==> config.mk <==
export PLATFORM = sky130hd
export DESIGN_NAME = pulse_period_to_bpm_display_top_flat
export DESIGN_NICKNAME = d
export VERILOG_FILES = /design/src/hdl/pbd_pkg.sv /design/src/hdl/pbd_if.sv /design/src/hdl/pbd_rate_unit.sv /design/src/hdl/pulse_period_to_bpm_display_top.sv /design/src/flat_wrapper.sv
export SDC_FILE = /design/constraint.sdc
export NUM_CORES = 1
export LEC_CHECK = 0
export ABC_AREA = 1
export BUFFER_PORTS_ARGS = -buffer_cell sky130_fd_sc_hd__buf_2
export CORE_MARGIN = 5
export CORE_UTILIZATION = 54
export CTS_BUF_LIST = sky130_fd_sc_hd__clkbuf_8 sky130_fd_sc_hd__clkbuf_16
export DETAILED_ROUTE_END_ITERATION = 16
export GPL_ROUTABILITY_DRIVEN = 1
export HOLD_SLACK_MARGIN = 0.06
export PLACE_DENSITY = 0.73
export SLEW_MARGIN = 20
export SYNTH_ARGS = -nofsm -noshare
export SYNTH_HDL_FRONTEND = slang
export SYNTH_HIERARCHICAL = 1
export SYNTH_SLANG_ARGS = --single-unit
==> constraint.sdc <==
create_clock -name clk -period 6.3 [get_ports clk]
set_input_delay 0.63 -clock clk [delete_from_list [all_inputs] [get_ports clk]]
set_output_delay 0.63 -clock clk [all_outputs]
set_load 0.02 [all_outputs]
==> src/hdl/pbd_pkg.sv <==
`timescale 1ns / 1ps
// ----------------------------------------------------------------------------
// Pulse period to BPM display: shared package
// Widths, reset constants, the result record passed from the rate unit and
// the seven-segment decode used on the output.
// ----------------------------------------------------------------------------
package pbd_pkg;

    localparam int COUNT_WIDTH_DEF = 24;
    localparam int TPM_W           = 32;
    localparam int PERIOD_W        = 24;
    localparam int RATE_W          = 10;
    localparam int DIGIT_W         = 4;
    localparam int SEG_W           = 7;

    localparam logic [TPM_W-1:0]   TPM_RESET = 32'd110592000;
    localparam logic [RATE_W-1:0]  RATE_MAX  = 10'd999;

    typedef struct packed {
        logic [RATE_W-1:0]  rate;
        logic [DIGIT_W-1:0] hundreds;
        logic [DIGIT_W-1:0] tens;
        logic [DIGIT_W-1:0] ones;
    } pbd_result_t;

    typedef struct packed {
        logic start;
        logic take;
    } pbd_ctrl_t;

    typedef struct packed {
        logic done;
    } pbd_status_t;

    // Active-low segments, bit 0 is segment a and bit 6 is segment g.
    function automatic logic [SEG_W-1:0] seg_of(input logic [DIGIT_W-1:0] d);
        logic [SEG_W-1:0] s;
        begin
            case (d)
                4'd0:    s = 7'h40;
                4'd1:    s = 7'h79;
                4'd2:    s = 7'h24;
                4'd3:    s = 7'h30;
                4'd4:    s = 7'h19;
                4'd5:    s = 7'h12;
                4'd6:    s = 7'h02;
                4'd7:    s = 7'h78;
                4'd8:    s = 7'h00;
                4'd9:    s = 7'h10;
                default: s = 7'h7F;
            endcase
            return s;
        end
    endfunction

endpackage

==> src/hdl/pbd_if.sv <==
`timescale 1ns / 1ps
// ----------------------------------------------------------------------------
// Pulse period to BPM display: channel interfaces
// Valid/ready channels for the pulse samples and for the measurement results.
// ----------------------------------------------------------------------------
interface pbd_in_if;
    logic valid;
    logic ready;
    logic pulse_level;

    modport source (output valid, output pulse_level, input ready);
    modport sink   (input valid, input pulse_level, output ready);
endinterface

interface pbd_out_if;
    logic                           valid;
    logic                           ready;
    logic [pbd_pkg::PERIOD_W-1:0]   period_ticks;
    logic [pbd_pkg::RATE_W-1:0]     beats_per_minute;
    logic [pbd_pkg::DIGIT_W-1:0]    digit_hundreds;
    logic [pbd_pkg::DIGIT_W-1:0]    digit_tens;
    logic [pbd_pkg::DIGIT_W-1:0]    digit_ones;
    logic [pbd_pkg::SEG_W-1:0]      segments_hundreds;
    logic [pbd_pkg::SEG_W-1:0]      segments_tens;
    logic [pbd_pkg::SEG_W-1:0]      segments_ones;

    modport source (output valid, output period_ticks, output beats_per_minute,
                    output digit_hundreds, output digit_tens, output digit_ones,
                    output segments_hundreds, output segments_tens,
                    output segments_ones, input ready);
    modport sink   (input valid, input period_ticks, input beats_per_minute,
                    input digit_hundreds, input digit_tens, input digit_ones,
                    input segments_hundreds, input segments_tens,
                    input segments_ones, output ready);
endinterface

==> src/hdl/pbd_rate_unit.sv <==
`timescale 1ns / 1ps
// ----------------------------------------------------------------------------
// Pulse period to BPM display: rate unit
// One subtractor shared by a restoring divider (one quotient bit a cycle)
// and the decimal digit extraction by repeated subtraction; caps at 999.
// ----------------------------------------------------------------------------
module pbd_rate_unit #(
    parameter int COUNT_WIDTH = pbd_pkg::COUNT_WIDTH_DEF
) (
    input  logic                      clk,
    input  logic                      rst_n,
    input  pbd_pkg::pbd_ctrl_t        ctrl,
    input  logic [pbd_pkg::TPM_W-1:0] dividend,
    input  logic [COUNT_WIDTH-1:0]    divisor,
    output pbd_pkg::pbd_status_t      status,
    output pbd_pkg::pbd_result_t      result
);
    import pbd_pkg::*;

    localparam int SUB_W  = COUNT_WIDTH + 2;
    localparam int STEP_W = $clog2(TPM_W);

    localparam logic [2:0] ST_IDLE = 3'd0;
    localparam logic [2:0] ST_DIV  = 3'd1;
    localparam logic [2:0] ST_CAP  = 3'd2;
    localparam logic [2:0] ST_HUND = 3'd3;
    localparam logic [2:0] ST_TENS = 3'd4;
    localparam logic [2:0] ST_DONE = 3'd5;

    logic [2:0]             state_reg, state_next;
    logic [STEP_W-1:0]      step_reg;
    logic [COUNT_WIDTH-1:0] rem_reg;
    logic [TPM_W-1:0]       quo_reg;
    logic [COUNT_WIDTH-1:0] dvs_reg;
    logic [RATE_W-1:0]      val_reg;
    logic [RATE_W-1:0]      rate_reg;
    logic [DIGIT_W-1:0]     hund_reg;
    logic [DIGIT_W-1:0]     tens_reg;

    logic [SUB_W-1:0]       a_op;
    logic [SUB_W-1:0]       b_op;
    logic [SUB_W-1:0]       diff;
    logic                   borrow;

    // The shared subtractor: partial remainder against divisor, or the
    // capped rate against one hundred or ten.
    always_comb
    begin
        a_op = SUB_W'(val_reg);
        b_op = SUB_W'(10);
        unique case (state_reg)
            ST_DIV:
            begin
                a_op = {1'b0, rem_reg, quo_reg[TPM_W-1]};
                b_op = {2'b00, dvs_reg};
            end
            ST_HUND: b_op = SUB_W'(100);
            default: b_op = SUB_W'(10);
        endcase
    end

    assign diff   = a_op - b_op;
    assign borrow = diff[SUB_W-1];

    always_comb
    begin
        state_next = state_reg;
        unique case (state_reg)
            ST_IDLE: if (ctrl.start) state_next = ST_DIV;
            ST_DIV:  if (step_reg == STEP_W'(TPM_W - 1)) state_next = ST_CAP;
            ST_CAP:  state_next = ST_HUND;
            ST_HUND: if (borrow) state_next = ST_TENS;
            ST_TENS: if (borrow) state_next = ST_DONE;
            ST_DONE: if (ctrl.take) state_next = ST_IDLE;
            default: state_next = ST_IDLE;
        endcase
    end

    always_ff @(posedge clk or negedge rst_n)
    begin
        if (!rst_n)
        begin
            state_reg <= ST_IDLE;
        end
        else
        begin
            state_reg <= state_next;
        end
    end

    always_ff @(posedge clk)
    begin
        unique case (state_reg)
            ST_IDLE:
            begin
                rem_reg  <= '0;
                quo_reg  <= dividend;
                dvs_reg  <= divisor;
                step_reg <= '0;
            end
            ST_DIV:
            begin
                quo_reg  <= {quo_reg[TPM_W-2:0], ~borrow};
                rem_reg  <= borrow ? a_op[COUNT_WIDTH-1:0] : diff[COUNT_WIDTH-1:0];
                step_reg <= step_reg + 1'b1;
            end
            ST_CAP:
            begin
                val_reg  <= (quo_reg > TPM_W'(RATE_MAX)) ? RATE_MAX : quo_reg[RATE_W-1:0];
                rate_reg <= (quo_reg > TPM_W'(RATE_MAX)) ? RATE_MAX : quo_reg[RATE_W-1:0];
                hund_reg <= '0;
                tens_reg <= '0;
            end
            ST_HUND:
            begin
                if (!borrow)
                begin
                    val_reg  <= diff[RATE_W-1:0];
                    hund_reg <= hund_reg + 1'b1;
                end
            end
            ST_TENS:
            begin
                if (!borrow)
                begin
                    val_reg  <= diff[RATE_W-1:0];
                    tens_reg <= tens_reg + 1'b1;
                end
            end
            default:
            begin
            end
        endcase
    end

    assign status.done     = (state_reg == ST_DONE);
    assign result.rate     = rate_reg;
    assign result.hundreds = hund_reg;
    assign result.tens     = tens_reg;
    assign result.ones     = val_reg[DIGIT_W-1:0];

endmodule

==> src/hdl/pulse_period_to_bpm_display_top.sv <==
`timescale 1ns / 1ps
// ----------------------------------------------------------------------------
// Pulse period to BPM display: top level
// Measures the period between falling edges of a sampled pulse, divides the
// ticks-per-minute register by it and decodes the rate for a 3-digit display.
//
// Usage:
//   sample : one pulse_level per timebase tick, valid/ready. A transaction
//            that is not the closing falling edge of a measurement yields
//            nothing.
//   result : one transaction per measured period, carrying the period in
//            ticks, the rate (capped at 999), its decimal digits and the
//            active-low segment patterns.
//   cfg_wr_en / cfg_wr_data write ticks_per_minute; write only when idle.
//   The closing edge starts the rate unit, which forms the quotient one bit
//   a cycle, caps it at 999, extracts the decimal digits and then hands the
//   result over to the output register. sample.ready is low while the rate
//   unit is busy. Measurements alternate: the closing edge does not open
//   the next one.
//   Reset clears the edge detector and the measurement and loads
//   ticks_per_minute with 110592000. A stalled receiver holds the result;
//   a finished calculation then waits in the rate unit until the output
//   register is free, and further samples are taken only after that.
// ----------------------------------------------------------------------------
module pulse_period_to_bpm_display_top #(
    parameter int COUNT_WIDTH = pbd_pkg::COUNT_WIDTH_DEF
) (
    input  logic                      clk,
    input  logic                      rst_n,
    input  logic                      cfg_wr_en,
    input  logic [pbd_pkg::TPM_W-1:0] cfg_wr_data,
    pbd_in_if.sink                    sample,
    pbd_out_if.source                 result
);
    import pbd_pkg::*;

    logic                   tpm_reg;
    logic [TPM_W-1:0]       tpm_value_reg;
    logic                   prev_reg;
    logic                   measuring_reg;
    logic [COUNT_WIDTH-1:0] count_reg;
    logic [COUNT_WIDTH-1:0] count_next;
    logic                   calc_busy_reg;
    logic [PERIOD_W-1:0]    period_reg;
    logic                   out_valid_reg;

    logic                   accept;
    logic                   falling;
    logic                   calc_start;
    logic                   load;

    pbd_ctrl_t              ctrl;
    pbd_status_t            status;
    pbd_result_t            calc;

    assign accept     = sample.valid && sample.ready;
    assign falling    = prev_reg && !sample.pulse_level;
    assign count_next = (count_reg == '1) ? count_reg : count_reg + 1'b1;
    assign calc_start = accept && measuring_reg && falling;
    assign load       = status.done && calc_busy_reg && (!out_valid_reg || result.ready);

    assign sample.ready = !calc_busy_reg;
    assign ctrl.start   = calc_start;
    assign ctrl.take    = load;

    // Marks that the register has been written since reset; the value
    // register itself carries its reset value.
    always_ff @(posedge clk or negedge rst_n)
    begin
        if (!rst_n)
        begin
            tpm_reg       <= 1'b0;
            tpm_value_reg <= TPM_RESET;
        end
        else if (cfg_wr_en)
        begin
            tpm_reg       <= 1'b1;
            tpm_value_reg <= cfg_wr_data;
        end
    end

    always_ff @(posedge clk or negedge rst_n)
    begin
        if (!rst_n)
        begin
            prev_reg      <= 1'b0;
            measuring_reg <= 1'b0;
            count_reg     <= '0;
            calc_busy_reg <= 1'b0;
            out_valid_reg <= 1'b0;
        end
        else
        begin
            if (accept)
            begin
                prev_reg <= sample.pulse_level;
                if (!measuring_reg)
                begin
                    if (falling)
                    begin
                        measuring_reg <= 1'b1;
                        count_reg     <= '0;
                    end
                end
                else
                begin
                    count_reg <= count_next;
                    if (falling)
                    begin
                        measuring_reg <= 1'b0;
                    end
                end
            end

            if (calc_start)
            begin
                calc_busy_reg <= 1'b1;
            end
            else if (load)
            begin
                calc_busy_reg <= 1'b0;
            end

            if (load)
            begin
                out_valid_reg <= 1'b1;
            end
            else if (result.ready)
            begin
                out_valid_reg <= 1'b0;
            end
        end
    end

    always_ff @(posedge clk)
    begin
        if (calc_start)
        begin
            period_reg <= PERIOD_W'(count_next);
        end
        if (load)
        begin
            result.period_ticks      <= period_reg;
            result.beats_per_minute  <= calc.rate;
            result.digit_hundreds    <= calc.hundreds;
            result.digit_tens        <= calc.tens;
            result.digit_ones        <= calc.ones;
            result.segments_hundreds <= seg_of(calc.hundreds);
            result.segments_tens     <= seg_of(calc.tens);
            result.segments_ones     <= seg_of(calc.ones);
        end
    end

    assign result.valid = out_valid_reg;

    pbd_rate_unit #(
        .COUNT_WIDTH (COUNT_WIDTH)
    ) u_rate (
        .clk      (clk),
        .rst_n    (rst_n),
        .ctrl     (ctrl),
        .dividend (tpm_value_reg),
        .divisor  (count_next),
        .status   (status),
        .result   (calc)
    );

    // The digits taken from the rate unit must recompose the rate.
    assert property (@(posedge clk) disable iff (!rst_n)
        load |-> (RATE_W'(calc.hundreds) * RATE_W'(100) + RATE_W'(calc.tens) * RATE_W'(10)
                  + RATE_W'(calc.ones)) == calc.rate)
        else $error("rate digits do not recompose the rate");

    assert property (@(posedge clk) disable iff (!rst_n)
        load |-> (calc.rate <= RATE_MAX) && (calc.tens <= 4'd9) && (calc.ones <= 4'd9))
        else $error("rate or digit out of range");

    // A calculation starts only from an accepted closing edge.
    assert property (@(posedge clk) disable iff (!rst_n)
        $rose(calc_busy_reg) |-> $past(accept && measuring_reg))
        else $error("rate unit started without a closing edge");

    assert property (@(posedge clk) disable iff (!rst_n)
        $rose(out_valid_reg) |-> $past(calc_busy_reg && status.done))
        else $error("result presented without a finished calculation");

    assert property (@(posedge clk) disable iff (!rst_n)
        !tpm_reg |-> (tpm_value_reg == TPM_RESET))
        else $error("ticks per minute changed without a write");

endmodule
==> src/flat_wrapper.sv <==
// flat-port wrapper written by rule: the top's interface ports become plain ports
module pulse_period_to_bpm_display_top_flat import pbd_pkg::*;
#(
    parameter int COUNT_WIDTH = pbd_pkg::COUNT_WIDTH_DEF
)
  (clk, rst_n, cfg_wr_en, cfg_wr_data, sample_valid, sample_pulse_level, sample_ready, result_valid, result_period_ticks, result_beats_per_minute, result_digit_hundreds, result_digit_tens, result_digit_ones, result_segments_hundreds, result_segments_tens, result_segments_ones, result_ready);
  pbd_in_if sample_i ();
  pbd_out_if result_i ();
  input  logic clk;
  input  logic rst_n;
  input  logic cfg_wr_en;
  input  logic [pbd_pkg::TPM_W-1:0] cfg_wr_data;
  input wire logic [$bits(sample_i.valid)-1:0] sample_valid;
  input wire logic [$bits(sample_i.pulse_level)-1:0] sample_pulse_level;
  output wire logic [$bits(sample_i.ready)-1:0] sample_ready;
  output wire logic [$bits(result_i.valid)-1:0] result_valid;
  output wire logic [$bits(result_i.period_ticks)-1:0] result_period_ticks;
  output wire logic [$bits(result_i.beats_per_minute)-1:0] result_beats_per_minute;
  output wire logic [$bits(result_i.digit_hundreds)-1:0] result_digit_hundreds;
  output wire logic [$bits(result_i.digit_tens)-1:0] result_digit_tens;
  output wire logic [$bits(result_i.digit_ones)-1:0] result_digit_ones;
  output wire logic [$bits(result_i.segments_hundreds)-1:0] result_segments_hundreds;
  output wire logic [$bits(result_i.segments_tens)-1:0] result_segments_tens;
  output wire logic [$bits(result_i.segments_ones)-1:0] result_segments_ones;
  input wire logic [$bits(result_i.ready)-1:0] result_ready;
  assign sample_i.valid = sample_valid;
  assign sample_i.pulse_level = sample_pulse_level;
  assign sample_ready = sample_i.ready;
  assign result_valid = result_i.valid;
  assign result_period_ticks = result_i.period_ticks;
  assign result_beats_per_minute = result_i.beats_per_minute;
  assign result_digit_hundreds = result_i.digit_hundreds;
  assign result_digit_tens = result_i.digit_tens;
  assign result_digit_ones = result_i.digit_ones;
  assign result_segments_hundreds = result_i.segments_hundreds;
  assign result_segments_tens = result_i.segments_tens;
  assign result_segments_ones = result_i.segments_ones;
  assign result_i.ready = result_ready;
  pulse_period_to_bpm_display_top #(.COUNT_WIDTH(COUNT_WIDTH)) u_core (.clk(clk), .rst_n(rst_n), .cfg_wr_en(cfg_wr_en), .cfg_wr_data(cfg_wr_data), .sample(sample_i), .result(result_i));
endmodule
Word level (Yosys, flattened, before mapping):

Memory sizes are Yosys's and may differ from the RTL's. A register that Yosys moved wholly into a read port is not among the register bits.
Index checks and enable logic that the tools add are counted.

* register bits: 246
* memory bits (read-only): 336
* input bits: 38
* output and inout port bits: 69
* word-level logic and storage cells: 99
* memories kept: 3

Memories
* (name not given): words 16, width 7, rd ports 1, clocked after Yosys merged registers in 1, write ports 0, line pbd_pkg.sv:39 `case (d)`
* (name not given): words 16, width 7, rd ports 1, clocked after Yosys merged registers in 1, write ports 0, line pbd_pkg.sv:39
* (name not given): words 16, width 7, rd ports 1, clocked after Yosys merged registers in 1, write ports 0, line pbd_pkg.sv:39

* $add $sub $neg: 5
* $lt $le $gt $ge: 1
* equality and inequality tests: 15
* muxes and demuxes: 29
* bitwise logic cells: 1
* reductions and logical operators: 24

Operators with widths (number)
* 24-bit two-way mux: 4
* 24-bit case mux with 2 select lines: 2
* 32-bit case mux with 2 select lines: 1
* 32-bit by 10-bit greater-than comparator with 1-bit output, second input constant: 1
* 25-bit by 24-bit subtractor with 26-bit output: 1
* 25-bit two-way mux: 1
* 24-bit by 1-bit adder with 24-bit output, second input constant: 1
* 24-bit equality test, second input constant: 1
* 10-bit two-way mux: 2
* 10-bit case mux with 2 select lines: 1
* 3-bit case mux with 6 select lines: 1
* 4-bit case mux with 2 select lines: 2
* 3-bit two-way mux: 5
* 2-bit nonzero test: 7
* 2-bit inequality test, second input constant: 6
* 5-bit case mux with 2 select lines: 1
* 4-bit by 1-bit adder with 4-bit output, second input constant: 2
* 4-bit two-way mux: 2
* 2-bit AND reduction: 4
* 1-bit two-way mux: 7
* 3-bit by 2-bit equality test with 1-bit output, second input constant: 2
* 3-bit equality test, second input constant: 2
* 1-bit logical AND: 6
* 5-bit by 1-bit adder with 5-bit output, second input constant: 1
* 9 further kinds: 12

Longest topological paths before layout:

Gate-level depths: netlist of the first run.

* word-level depth: 6
* mapped depth: 20
* gate-level depth less buffers: 19

Cells and area by module:

Netlist of the first run, hierarchy kept.

Modules (own cells, without submodules)
* pbd_rate_unit: instances 1, cells an instance 808, area an instance 6756.5 um2, sequential area each 3468.3 um2
* pulse_period_to_bpm_display_top: instances 1, cells an instance 537, area an instance 6394.9 um2, sequential area each 4244.1 um2

Worst setup path after synthesis of the first run:

Ideal clock, no wire load.

* path kind: register -> register
* from: register u_core.u_rate.state_reg[2]
* to: register u_core.u_rate.state_reg[0]
* library setup time: 0.118 ns
* arrival time: 6.185 ns
* data required time: 6.182 ns
* path slack: -0.003 ns
* stages on the path, launching flop included: 12
* path buffers: 0
* period minus slack after synthesis: 6.303 ns
* path through: dfrtp_1 inv_1 nor3_1 inv_1 nor3_1 inv_1 nand2_1 o21ai_0 inv_1 nand2_1 nand2_1 nand2_1

* cells in the longest elaborated chain, start to end: 5

Ends and longest elaborated chain
* start: declaration: line pbd_rate_unit.sv:30 `logic [2:0] state_reg, state_next;`
* start signal: assignment: line pbd_rate_unit.sv:87 `state_reg <= state_next;`
* 3-bit equality test: line pbd_rate_unit.sv:136 `assign status.done = (state_reg == ST_DONE);`
* named net u_core.status: line pulse_period_to_bpm_display_top.sv:53 `pbd_status_t status;`
* 1-bit logical AND (2 in series): line pulse_period_to_bpm_display_top.sv:60 `assign load = status.done && calc_busy_reg && (!out_valid_reg || result.ready);`
* named net u_core.load: line pulse_period_to_bpm_display_top.sv:50 `logic load;`
* 2-bit by 1-bit inequality test with 1-bit output (no source line)
* 5-bit AND reduction (no source line)

The timed path passes the listed nets, and every way through them passes these cells.
A chain may end at the register's enable or synchronous reset.

Worst setup path in the final report of the first run:

* from: register u_core.u_rate.state_reg[2]
* to: register u_core.u_rate.val_reg[1] (enable)

* cells in the longest elaborated chain, start to end: 5

Ends and longest elaborated chain
* 3-bit by 2-bit equality test with 1-bit output / 3-bit by 1-bit equality test with 1-bit output (equally long branches): line pbd_rate_unit.sv:51, pbd_rate_unit.sv:93
* 24-bit case mux with 2 select lines / 25-bit two-way mux (equally long branches): line pbd_rate_unit.sv:51 `unique case (state_reg)`
* 25-bit by 24-bit subtractor with 26-bit output: line pbd_rate_unit.sv:62 `assign diff = a_op - b_op;`
* 2-bit inequality test (no source line)
* 2-bit AND reduction (no source line) (*)
* end signal: assignment: line pbd_rate_unit.sv:109 `val_reg <= (quo_reg > TPM_W'(RATE_MAX)) ? RATE_MAX : quo_reg[RATE_W-1:0];`
* end signal: assignment: line pbd_rate_unit.sv:118 `val_reg <= diff[RATE_W-1:0];`
* end signal: assignment: line pbd_rate_unit.sv:126 `val_reg <= diff[RATE_W-1:0];`
* end: declaration: line pbd_rate_unit.sv:35 `logic [RATE_W-1:0] val_reg;`

Mark *: on every way between the ends. The rest lies on a longest branch, timed or not.

==> metrics.yaml, run 1 <==
status: "finished clean"
die_y_um: 166.1
cts_buffers: 27
grt-ovfl-total: 0
fin_skew_ns: 0.01244
syn_nets: 1429
p_sw_share_pct: 41.28
ir_worst_vdd_v: 0.0003654
grtUsageTotal_pct: 20.16
drtPass1Iterations: 5
max_slew_margin_pct: 29.26
start_util_pct: 54.40
grt_max_degree: 95
syn_area_per_cell_um2: 9.778
synth_edf_count: 204
placeableCoreArea_mm2: 0.02418
fin_hold_ws_ns: 0.2800
antenna_found_initial: 0
drc: 0
fillCellCount: 2013
gp_congestion: 0.9265
yosys.area.top_type: "edfxtp_1"
portBuffers: 106
ys.warnings.count: 6
num_antenna_cells: 0
ctsRootBufferMaster: "clkbuf_16"
cts_tree: "done"
drt-vias-per-instance: 5.266
grt_pass1_wl_um: 46360
crit_slowest_cell: "buf_4"
grt_pass1_vias: 9130
min_path_type: "primary input to asynchronous set/reset pin"
hold_buffers: 0
critPathMaxStageDelay_ns: 0.67
min_period_ns: 4.075
cts_buffer_depth: 3
wire_per_inst_um: 15.58
die-area_mm2: 0.02758
hold_viol: 0
clock.fmax_mhz: 245.4
cts.clk_slew.worst_paths_ns: 0.06
fin_crit_sh_pct: 64.69
pwr-share-clk_pct: 21.3
p_int_uw: 4277
cts_setup_buffers: 0
crit_path_max_fanout: 94
synth_area_mm2: 0.01315
syn_to_final_growth_pct: 12.73
hpwlAfterDp_um: 19760
ant_nets: 0
drtIter0Drc: 723
place_inst: 1746
ys_seq_area_share_pct: 58.64
worstPathArrival_ns: 4.28
powerDensity_mw_per_mm2: 491.3
cp_top_family: "simple AND/OR/NAND/NOR gates"
crit_buf_inv: 2
crit_top_cell: "nand2_1"
finalSetupViolations: 0
synth.top_cells.by_area: "edfxtp_1, nand2_1, dfrtp_1"
async_flop_share_pct: 23.60
cts_resized: 0
cp_cell_sequence: "nor2_4, nand2_2, buf_4, nand2_1, nand2_1, ha_1, nand2_1, inv_1, a21oi_2, nand3_1, nand2_1, nand3_2, nand2_1, nand2_1"
fin_tns_setup_ns: 0
ios: 107
cts.sinks: 267
clk_latency_ns: 0.55
critPathKind: "flip-flop to flip-flop"
p_seq_share_pct: 37.9
final_cells: 1795
cp-start-kind: "flip-flop"
layout.nets: 1535
core.rowCount: 57
p_leak_uw: 0.006605
synth_cell_types: 42
h-tree-depth: 1
ys.flop_type: "edfxtp_1"
die_w_um: 166.1
combPwrFrac_pct: 40.8
tightest_slew_ns: 1.060
vias: 9453
yosysTopAreaCellShare_pct: 46.58
ys_ff_latch: 267
drive_above_1_share_pct: 15.36
rsz0062_at_grt: "false"
maxSlewViolCount: 0
drv_cap: 0
drt-total-wl_um: 27980
p_switching_uw: 3007
syn_inst: 1345
crit_required_ns: 6.50
crit_path_end_kind: "flip-flop"
multi_input_area_mm2: 0.004626
ff_latch_area_mm2: 0.007712
## power groups by stage
| stage | combinational (uW) | clock, uW | sequential, uW |
|---|---|---|---|
| after global routing | 3350 | 1670 | 2800 |
| after floorplan | 2260 | 0 | 2730 |
| after global placement | 2890 | 0 | 2780 |
| final | 2970 | 1550 | 2760 |
| after detailed placement | 2940 | 0 | 2780 |
| after CTS | 2950 | 1580 | 2760 |
## cells in the mapped netlist, types with 3 or more instances
master      n
nand2_1   374
nand3_2    19
nor2_4      3
dfrtp_1    55
ha_1       45
nand4_1    18
inv_1     166
nand3_1    58
nor2_1    118
buf_4       5
edfxtp_1  204
mux2_2     23
a31oi_1     5
nor3_1     10
o21ai_0    95
mux2_1      9
buf_6       5
nand2_4     3
nor4_1      5
nor2_2      4
nand2_2     4
xnor2_1    10
buf_2      14
a21oi_1    35
clkbuf_1   10
o21ai_1    11
dfstp_2     8
inv_2       4
xor2_1      8
## through the flow
step	worst slack (ns)	total power [uW]	utilization, %	instance area (um2)
floorplan	1.285	4987	-	13160
global placement	2.450	5665	57.73	13960
detailed placement	2.319	5719	57.73	13960
CTS	2.271	7289	61.29	14820
global route	1.794	7819	61.32	14830
finish	2.225	7284	61.32	14830
## layer usage
metal,global-route usage [%],wire length [um]
met1,28.47,12660
met2,32.88,13160
met3,3.499,1622
met4,4.986,533
met5,0,0
## worst paths after layout
kind	startpoint	end	slack, ns	cells past startpoint
hold reg to reg	u_core/period_reg[1]	u_core/result.period_ticks[1]	0.42	0
min in group clk	result_ready	u_core/result.valid	0.29	2
hold / removal	rst_n	u_core/tpm_value_reg[24]	0.28	2
setup reg to reg	u_core/u_rate/state_reg[2]	u_core/u_rate/val_reg[1]	2.22	14
max in group asynchronous	rst_n	u_core/count_reg[3]	5.49	2
setup / recovery	u_core/u_rate/state_reg[2]	u_core/u_rate/val_reg[1]	2.22	14
## cell families after synthesis
logic type                 count (synthesis)  synth area share, %
AOI/OAI and AO/OA                        156                6.213
buffers and inverters                    206                6.441
and+or+nand+nor                          619                20.25
muxes                                     33                2.816
DFF                                      267                58.64
adders and majority gates                 46                4.433
xor gates and xnor gates                  18                1.199
## cells in the final DEF, fill, tap and decap left out, drive strengths merged
cell type  netlist  final
dfstp            8      8
o21ai          108    108
xnor2           10     10
inv            170    183
a31oi            5      5
o22ai            1      1
mux2            32     32
ha              45     45
nand3           77     77
nor2           125    125
o21bai           2      2
edfxtp         204    204
clkinv           0      4
nand3b           1      1
a21o             1      1
o32ai            1      1
mux2i            1      1
xor2             8      8
a21oi           37     37
buf             26    113
nand4           18     18
nor3b            1      1
nand2          381    381
fa               1      1
o211ai           1      1
nor3            11     11
nor4             5      5
bufinv           0      2
dfrtp           55     55
clkinvlp         0      1
clkbuf          10     29
## area by class of cell
class	instances	area share, %
inverter	170	4.304
sequential	267	52.02
tap	324	2.734
multi-input combinational	872	31.20
clock inverter	20	1.063
clock buffer	29	4.743
timing repair buffer	113	3.933
Note: power is estimated with default switching activity, not from simulation.
==> run 2: changes to the inputs <==
--- a/config.mk
+++ b/config.mk
@@ -5,15 +5,15 @@
 export SDC_FILE = /design/constraint.sdc
 export NUM_CORES = 1
 export LEC_CHECK = 0
-export ABC_AREA = 1
+export ABC_AREA = 0
 export BUFFER_PORTS_ARGS = -buffer_cell sky130_fd_sc_hd__buf_2
 export CORE_MARGIN = 5
-export CORE_UTILIZATION = 54
+export CORE_UTILIZATION = 55
 export CTS_BUF_LIST = sky130_fd_sc_hd__clkbuf_8 sky130_fd_sc_hd__clkbuf_16
 export DETAILED_ROUTE_END_ITERATION = 16
 export GPL_ROUTABILITY_DRIVEN = 1
 export HOLD_SLACK_MARGIN = 0.06
-export PLACE_DENSITY = 0.73
+export PLACE_DENSITY = 0.71
 export SLEW_MARGIN = 20
 export SYNTH_ARGS = -nofsm -noshare
 export SYNTH_HDL_FRONTEND = slang
==> constraint.sdc (replaced) <==
create_clock -name clk -period 3.9 [get_ports clk]
set_input_delay 0.39 -clock clk [delete_from_list [all_inputs] [get_ports clk]]
set_output_delay 0.39 -clock clk [all_outputs]
set_load 0.02 [all_outputs]
==> run 2 against run 1 <==
  * Combinational power grew 67%
  * Via count is 7.1% lower
  * Largest cell class unchanged
  * Clock-buffer cell count unchanged
  * Critical path type unchanged
  * Critical path depth did not move
  * Die area fell by 3.5%
  * Design area decreased by 0.14%
  * Clock skew decreased by 0.0031 ns
==> metrics.yaml, run 2 <==
status: "finished clean"  # unchanged
yosysTopAreaCellShare_pct: 47.48  # was 46.58%
final_common_cell: "nand2_1"  # unchanged
fin_util_pct: 63.65  # was 61.32%
syn_to_final_growth_pct: 14.75  # was 12.73%
drt-vias-per-instance: 5.547  # was 5.266
ir_worst_vdd_v: 0.0004394  # was 0.0003654 V
combPwrFrac_pct: 41.8  # was 40.8%
fin_skew_ns: 0.009287  # was 0.01244 ns
die_w_um: 163.2  # was 166.1 um
cts.clk_slew.worst_paths_ns: 0.06  # about the same
maxSlewViolCount: 0  # unchanged
grt_pass1_wl_um: 42480  # was 46,360 um
worstPathArrival_ns: 3.93  # was 4.28 ns
use_met2_pct: 32.40  # was 32.88%
grt_max_degree: 43  # was 95
p_leak_uw: 0.006006  # was 0.006605 uW
clk_latency_ns: 0.53  # was 0.55 ns
core.rowCount: 56  # was 57
reg2reg_slack_ns: 0.22  # was 2.22 ns
ys.warnings.count: 6  # unchanged
crit_required_ns: 4.15  # was 6.50 ns
ys.flop_type: "edfxtp_1"  # unchanged
syn_inst: 1131  # was 1,345
placeableCoreArea_mm2: 0.02326  # was 0.02418 mm2
drive_above_1_share_pct: 20.63  # was 15.36%
yosys.area.top_type: "edfxtp_1"  # unchanged
drv_cap: 0  # unchanged
cp-start-kind: "flip-flop"  # unchanged
syn_area_per_cell_um2: 11.41  # was 9.778 um2
die-area_mm2: 0.02662  # was 0.02758 mm2
wire_per_inst_um: 16.53  # was 15.58 um
num_antenna_cells: 0  # unchanged
start_util_pct: 55.46  # was 54.40%
totalPowerFinal_uw: 11890  # was 7284 uW
drc: 0  # unchanged
cts_setup_buffers: 0  # unchanged
ys_seq_area_share_pct: 59.78  # was 58.64%
r2r_cells: 14  # unchanged
mostFrequentLayoutCells: "nand2_1, edfxtp_1, buf_2"  # was nand2_1, edfxtp_1, inv_1
synth_cell_types: 69  # was 42
h-tree-depth: 1  # unchanged
p_sw_share_pct: 37.33  # was 41.28%
syn_nets: 1215  # was 1,429
ys_ff_latch: 267  # unchanged
vias: 8786  # was 9,453
ant_nets: 0  # unchanged
critPathKind: "flip-flop to flip-flop"  # unchanged
clock.fmax_mhz: 271.7  # was 245.4 MHz
portBuffers: 106  # unchanged
ctsRootBufferMaster: "clkbuf_16"  # unchanged
cts_buffers: 28  # was 27
use_met1_pct: 27.42  # was 28.47%
hold_path_depth: 2
crit_path_max_fanout: 42  # was 94
synth.top_cells.by_area: "edfxtp_1, dfrtp_1, nand2_1"  # was edfxtp_1, nand2_1, dfrtp_1
synth_area_mm2: 0.01290  # was 0.01315 mm2
hpwlAfterDp_um: 18220  # was 19,760 um
grt_busiest_layer: "met2"  # unchanged
yosysMostFrequentCell: "nand2_1"  # unchanged
async_flop_share_pct: 23.60  # unchanged
max_slew_margin_pct: 39.55  # was 29.26%
layout.nets: 1327  # was 1,535
cts.sinks: 267  # unchanged
grtUsageTotal_pct: 19.47  # was 20.16%
antenna_found_initial: 0  # unchanged
grt-ovfl-total: 0  # unchanged
p_seq_share_pct: 36.9  # was 37.9%
cts_buffer_depth: 3  # unchanged
p_switching_uw: 4440  # was 3007 uW
drtIter0Drc: 740  # was 723
grt_pass1_vias: 8522  # was 9,130
fin_crit_sh_pct: 94.37  # was 64.69%
tightest_slew_ns: 0.9057  # was 1.060 ns
cts_tree: "done"  # unchanged
powerDensity_mw_per_mm2: 803.2  # was 491.3 mW/mm2
hold_viol: 0  # unchanged
rsz0062_at_grt: "false"  # unchanged
fin_hold_ws_ns: 0.09242  # was 0.2800 ns
drt-total-wl_um: 26180  # was 27,980 um
synth_common_cells: "nand2_1, edfxtp_1, a21oi_1, nor2_1, dfrtp_1"  # was nand2_1, edfxtp_1, inv_1
crit_path_end_kind: "flip-flop"  # unchanged
die_y_um: 163.2  # was 166.1 um
p_int_uw: 7452  # was 4277 uW
min_period_ns: 3.681  # was 4.075 ns
synth_edf_count: 204  # unchanged
globalRouteMet3Util_pct: 3.053  # was 3.499%
finalSetupViolations: 0  # unchanged
pwr-share-clk_pct: 21.4  # was 21.3%
drtPass1Iterations: 5  # unchanged
min_path_type: "primary input to flip-flop"  # was primary input to asynchronous set/reset pin
gp_congestion: 0.8842  # was 0.9265
ios: 107  # unchanged
-- run 2: worst paths after layout --
path | endpoint | start
max | u_core/u_rate/rem_reg[23] | u_core/u_rate/state_reg[1]
min | u_core/tpm_value_reg[14] | cfg_wr_data[14]
max reg2reg | u_core/u_rate/rem_reg[23] | u_core/u_rate/state_reg[1]
min reg2reg | u_core/result.beats_per_minute[6] | u_core/u_rate/rate_reg[6]
max in group asynchronous | u_core/u_rate/state_reg[2] | rst_n
min in group asynchronous | u_core/tpm_value_reg[19] | rst_n
-- run 2: cell families after synthesis --
family / after synthesis / synth area share, %
AO/OA/AOI/OAI: 194 / 9.795
flip-flops: 267 / 59.78
adder cells (fa/ha/maj): 46 / 4.519
XOR/XNOR: 44 / 2.987
buffers and inverters: 84 / 2.793
AND/OR/NAND/NOR: 445 / 15.78
multiplexers: 51 / 4.354
-- run 2: cell type report --
| type | instances | area, um2 |
|---|---|---|
| Inverter | 25 | 93.84 |
| Timing Repair Buffer | 140 | 829.5 |
| Multi-Input combinational cell | 781 | 4878 |
| Clock inverter | 23 | 165.2 |
| Tap cell | 319 | 399.1 |
| Fill cell | 1893 | 8457 |
| Sequential cell | 267 | 7714 |
| Clock buffer | 29 | 725.7 |
-- run 2: power by group through the flow --
stage / registers, uW / logic [uW] / clock network (uW)
detailed placement: 4420 / 4840 / 0
floorplan: 4370 / 3530 / 0
CTS: 4380 / 4870 / 2600
global route: 4450 / 5500 / 2720
finish: 4390 / 4970 / 2540
global placement: 4420 / 4750 / 0
-- run 2: what timing repair did --
item / 4_1_cts / 5_1_grt
hold endpoints to repair: 21 / 0
setup endpoints to repair: 10 / 24
pin swaps: 0 / 1
gates cloned: 0 / 1
hold buffers: 1 / 0
resized for setup: 1 / 3
-- run 2: per-layer routing --
| metal | vias up | part of all wire [%] |
|---|---|---|
| li1 | 4317 | - |
| met1 | 4162 | 45 |
| met2 | 267 | 47 |
| met3 | 40 | 5.8 |
| met4 | 0 | 1.7 |
| met5 | - | 0 |
-- run 2: stage by stage --
step	setup TNS, ns	cells	instance area [um2]	setup WS (ns)
2_1_floorplan	0	1131	12910	0.004923
3_3_place_gp	0	1530	13880	0.08009
3_5_place_dp	-0.1576	1530	13880	-0.01604
4_1_cts	0	1583	14790	0.1901
5_1_grt	0	1584	14810	0.02067
6_report	0	1584	14810	0.2195
-- run 2: worst max-delay path, cell delays in order (launching register included) --
cell	delay, ns
dfrtp_1	0.48
nor3_2	0.26
buf_12	0.26
nand2_1	0.08
nand2_1	0.08
ha_1	0.22
nor2b_1	0.14
o31ai_1	0.42
a21oi_1	0.17
a2111o_1	0.50
nand3_2	0.17
o21ba_1	0.18
buf_12	0.17
or3_1	0.12
o311ai_0	0.12
==> run 3: changes to the inputs <==
--- a/config.mk
+++ b/config.mk
@@ -8,12 +8,12 @@
 export ABC_AREA = 0
 export BUFFER_PORTS_ARGS = -buffer_cell sky130_fd_sc_hd__buf_2
 export CORE_MARGIN = 5
-export CORE_UTILIZATION = 55
+export CORE_UTILIZATION = 35
 export CTS_BUF_LIST = sky130_fd_sc_hd__clkbuf_8 sky130_fd_sc_hd__clkbuf_16
 export DETAILED_ROUTE_END_ITERATION = 16
 export GPL_ROUTABILITY_DRIVEN = 1
 export HOLD_SLACK_MARGIN = 0.06
-export PLACE_DENSITY = 0.71
+export PLACE_DENSITY = 0.48
 export SLEW_MARGIN = 20
 export SYNTH_ARGS = -nofsm -noshare
 export SYNTH_HDL_FRONTEND = slang
==> run 3 against run 2 <==
  * Clock-buffer cell count increased by 8
  * Worst hold slack got worse by 0.0030 ns
  * Via count increased by 1.4%
  * Global-route usage decreased by 4.9 points
  * Register-to-register slack improved by 0.03 ns
  * Largest power group unchanged
==> metrics.yaml, run 3 (synthesis results as in run 2) <==
status: "finished clean"  # unchanged
vias: 8912  # was 8,786
worstPathArrival_ns: 3.95  # was 3.93 ns
cts_setup_buffers: 0  # unchanged
die_y_um: 202  # was 163.2 um
drc: 0  # unchanged
finalSetupViolations: 0  # unchanged
tightest_slew_ns: 0.8521  # was 0.9057 ns
cp_top_family: "compound AO/OA/AOI/OAI gates"  # unchanged
cts_buffer_depth: 3  # unchanged
ios: 107  # unchanged
grtUsageTotal_pct: 14.57  # was 19.47%
crit_slowest_cell: "o311ai_0"  # was a2111o_1
core.rowCount: 70  # was 56
crit_path_end_kind: "flip-flop"  # unchanged
drv_cap: 0  # unchanged
p_leak_uw: 0.006215  # was 0.006006 uW
ctsRootBufferMaster: "clkbuf_16"  # unchanged
wire_per_inst_um: 17.06  # was 16.53 um
drt-vias-per-instance: 5.038  # was 5.547
h-tree-depth: 1  # unchanged
fin_tns_setup_ns: 0  # unchanged
cts.clk_slew.worst_paths_ns: 0.06  # about the same
cts.sinks: 267  # unchanged
grt_pass1_wl_um: 49140  # was 42,480 um
drt-total-wl_um: 30180  # was 26,180 um
grt-ovfl-total: 0  # unchanged
crit_path_max_fanout: 5  # was 42
antenna_found_initial: 1  # was 0
grt_pass1_vias: 8957  # was 8,522
min_period_ns: 3.647  # was 3.681 ns
final_common_cell: "nand2_1"  # unchanged
clk_latency_ns: 0.55  # was 0.53 ns
cts_buffers: 31  # was 28
clock.fmax_mhz: 274.2  # was 271.7 MHz
drtPass1Iterations: 5  # unchanged
ir_worst_vdd_v: 0.0004531  # was 0.0004394 V
start_util_pct: 35.33  # was 55.46%
place_inst: 1684  # was 1,530
grt_max_degree: 42  # was 43
syn_to_final_growth_pct: 18.88  # was 14.75%
final_cells: 1769  # was 1,584
fin_util_pct: 42.00  # was 63.65%
rsz0062_at_grt: "false"  # unchanged
min_path_type: "primary input to flip-flop"  # unchanged
gp_congestion: 0.8868  # was 0.8842
drive_above_1_share_pct: 20.37  # was 20.63%
maxSlewViolCount: 0  # unchanged
fin_crit_sh_pct: 93.52  # was 94.37%
placeableCoreArea_mm2: 0.03652  # was 0.02326 mm2
critPathMaxStageDelay_ns: 0.66  # was 0.50 ns
hold_viol: 0  # unchanged
final_design_area_no_fill_mm2: 0.01534  # was 0.01481 mm2
powerDensity_mw_per_mm2: 789.1  # was 803.2 mW/mm2
hpwlAfterDp_um: 21190  # was 18,220 um
layout.nets: 1360  # was 1,327
totalPowerFinal_uw: 12100  # was 11,890 uW
fin_skew_ns: 0.01392  # was 0.009287 ns
portBuffers: 106  # unchanged
num_antenna_cells: 0  # unchanged
drtIter0Drc: 561  # was 740
mostFrequentLayoutCells: "nand2_1, edfxtp_1, buf_2"  # unchanged
die-area_mm2: 0.04080  # was 0.02662 mm2
crit_buf_inv: 3  # was 2
cts_tree: "done"  # unchanged
crit_required_ns: 4.20  # was 4.15 ns
critPathKind: "flip-flop to flip-flop"  # unchanged
cp_cell_sequence: "inv_1, buf_4, nor2_1, o21ai_0, ha_1, o21a_1, o31ai_1, buf_4, a22o_1, o311ai_0, o211ai_1, a21oi_1, xnor2_1, a21oi_1"  # was nor3_2, buf_12, nand2_1, nand2_1, ha_1, nor2b_1, o31ai_1, a21oi_1, a2111o_1, nand3_2, o21ba_1, buf_12, or3_1, o311ai_0
ant_nets: 0  # unchanged
cp-start-kind: "flip-flop"  # unchanged
die_w_um: 202  # was 163.2 um
max_slew_margin_pct: 43.19  # was 39.55%
place_area_mm2: 0.01409  # was 0.01388 mm2
[run 3: what timing repair did]
item                       in CTS  in global routing
hold endpoints to repair       56                  0
setup endpoints to repair       0                  3
hold buffers                   27                  0
gates resized for setup         0                  1
[run 3: layer usage]
metal	global-route usage (%)	routed length, um	up-vias
li1	-	-	4372
met1	19.97	14190	4332
met2	24.62	14200	163
met3	2.038	1084	45
met4	3.467	700	0
met5	0	0	-
[run 3: power breakdown]
part | switching, uW | internal [uW] | leakage [uW]
logic | 3000 | 1970 | 0.00303
clock network | 1110 | 1610 | 0.000537
registers | 405 | 4010 | 0.00265
total | 4520 | 7580 | 0.00622
[run 3: worst paths after layout]
check                                            from                        endpoint  slack [ns]  cells past startpoint
max in group asynchronous                       rst_n         u_core/tpm_value_reg[8]        2.36                      4
setup reg to reg           u_core/u_rate/state_reg[0]       u_core/u_rate/rem_reg[19]        0.25                     14
min in group asynchronous                       rst_n        u_core/tpm_value_reg[21]        0.48                      2
setup / recovery           u_core/u_rate/state_reg[0]       u_core/u_rate/rem_reg[19]        0.25                     14
hold reg to reg                 u_core/period_reg[19]  u_core/result.period_ticks[19]        0.42                      0
hold / removal                        cfg_wr_data[31]        u_core/tpm_value_reg[31]        0.09                      2
[run 3: stage by stage]
step,setup slack [ns],hold slack [ns]
2_1_floorplan,0.004923,0.09441
3_3_place_gp,0.3361,0.4034
3_5_place_dp,0.2693,0.4045
4_1_cts,0.2291,0.06002
5_1_grt,0.04043,0.07282
6_report,0.2526,0.08942
[run 3: layout make-up]
class / count / area [um2]
Clock buffer: 37 / 858.3
Clock inverter: 21 / 117.6
Fill cell: 3493 / 21180
Inverter: 25 / 93.84
Multi-Input combinational cell: 780 / 4860
Sequential cell: 267 / 7712
Tap cell: 468 / 585.6
Timing Repair Buffer: 171 / 1111
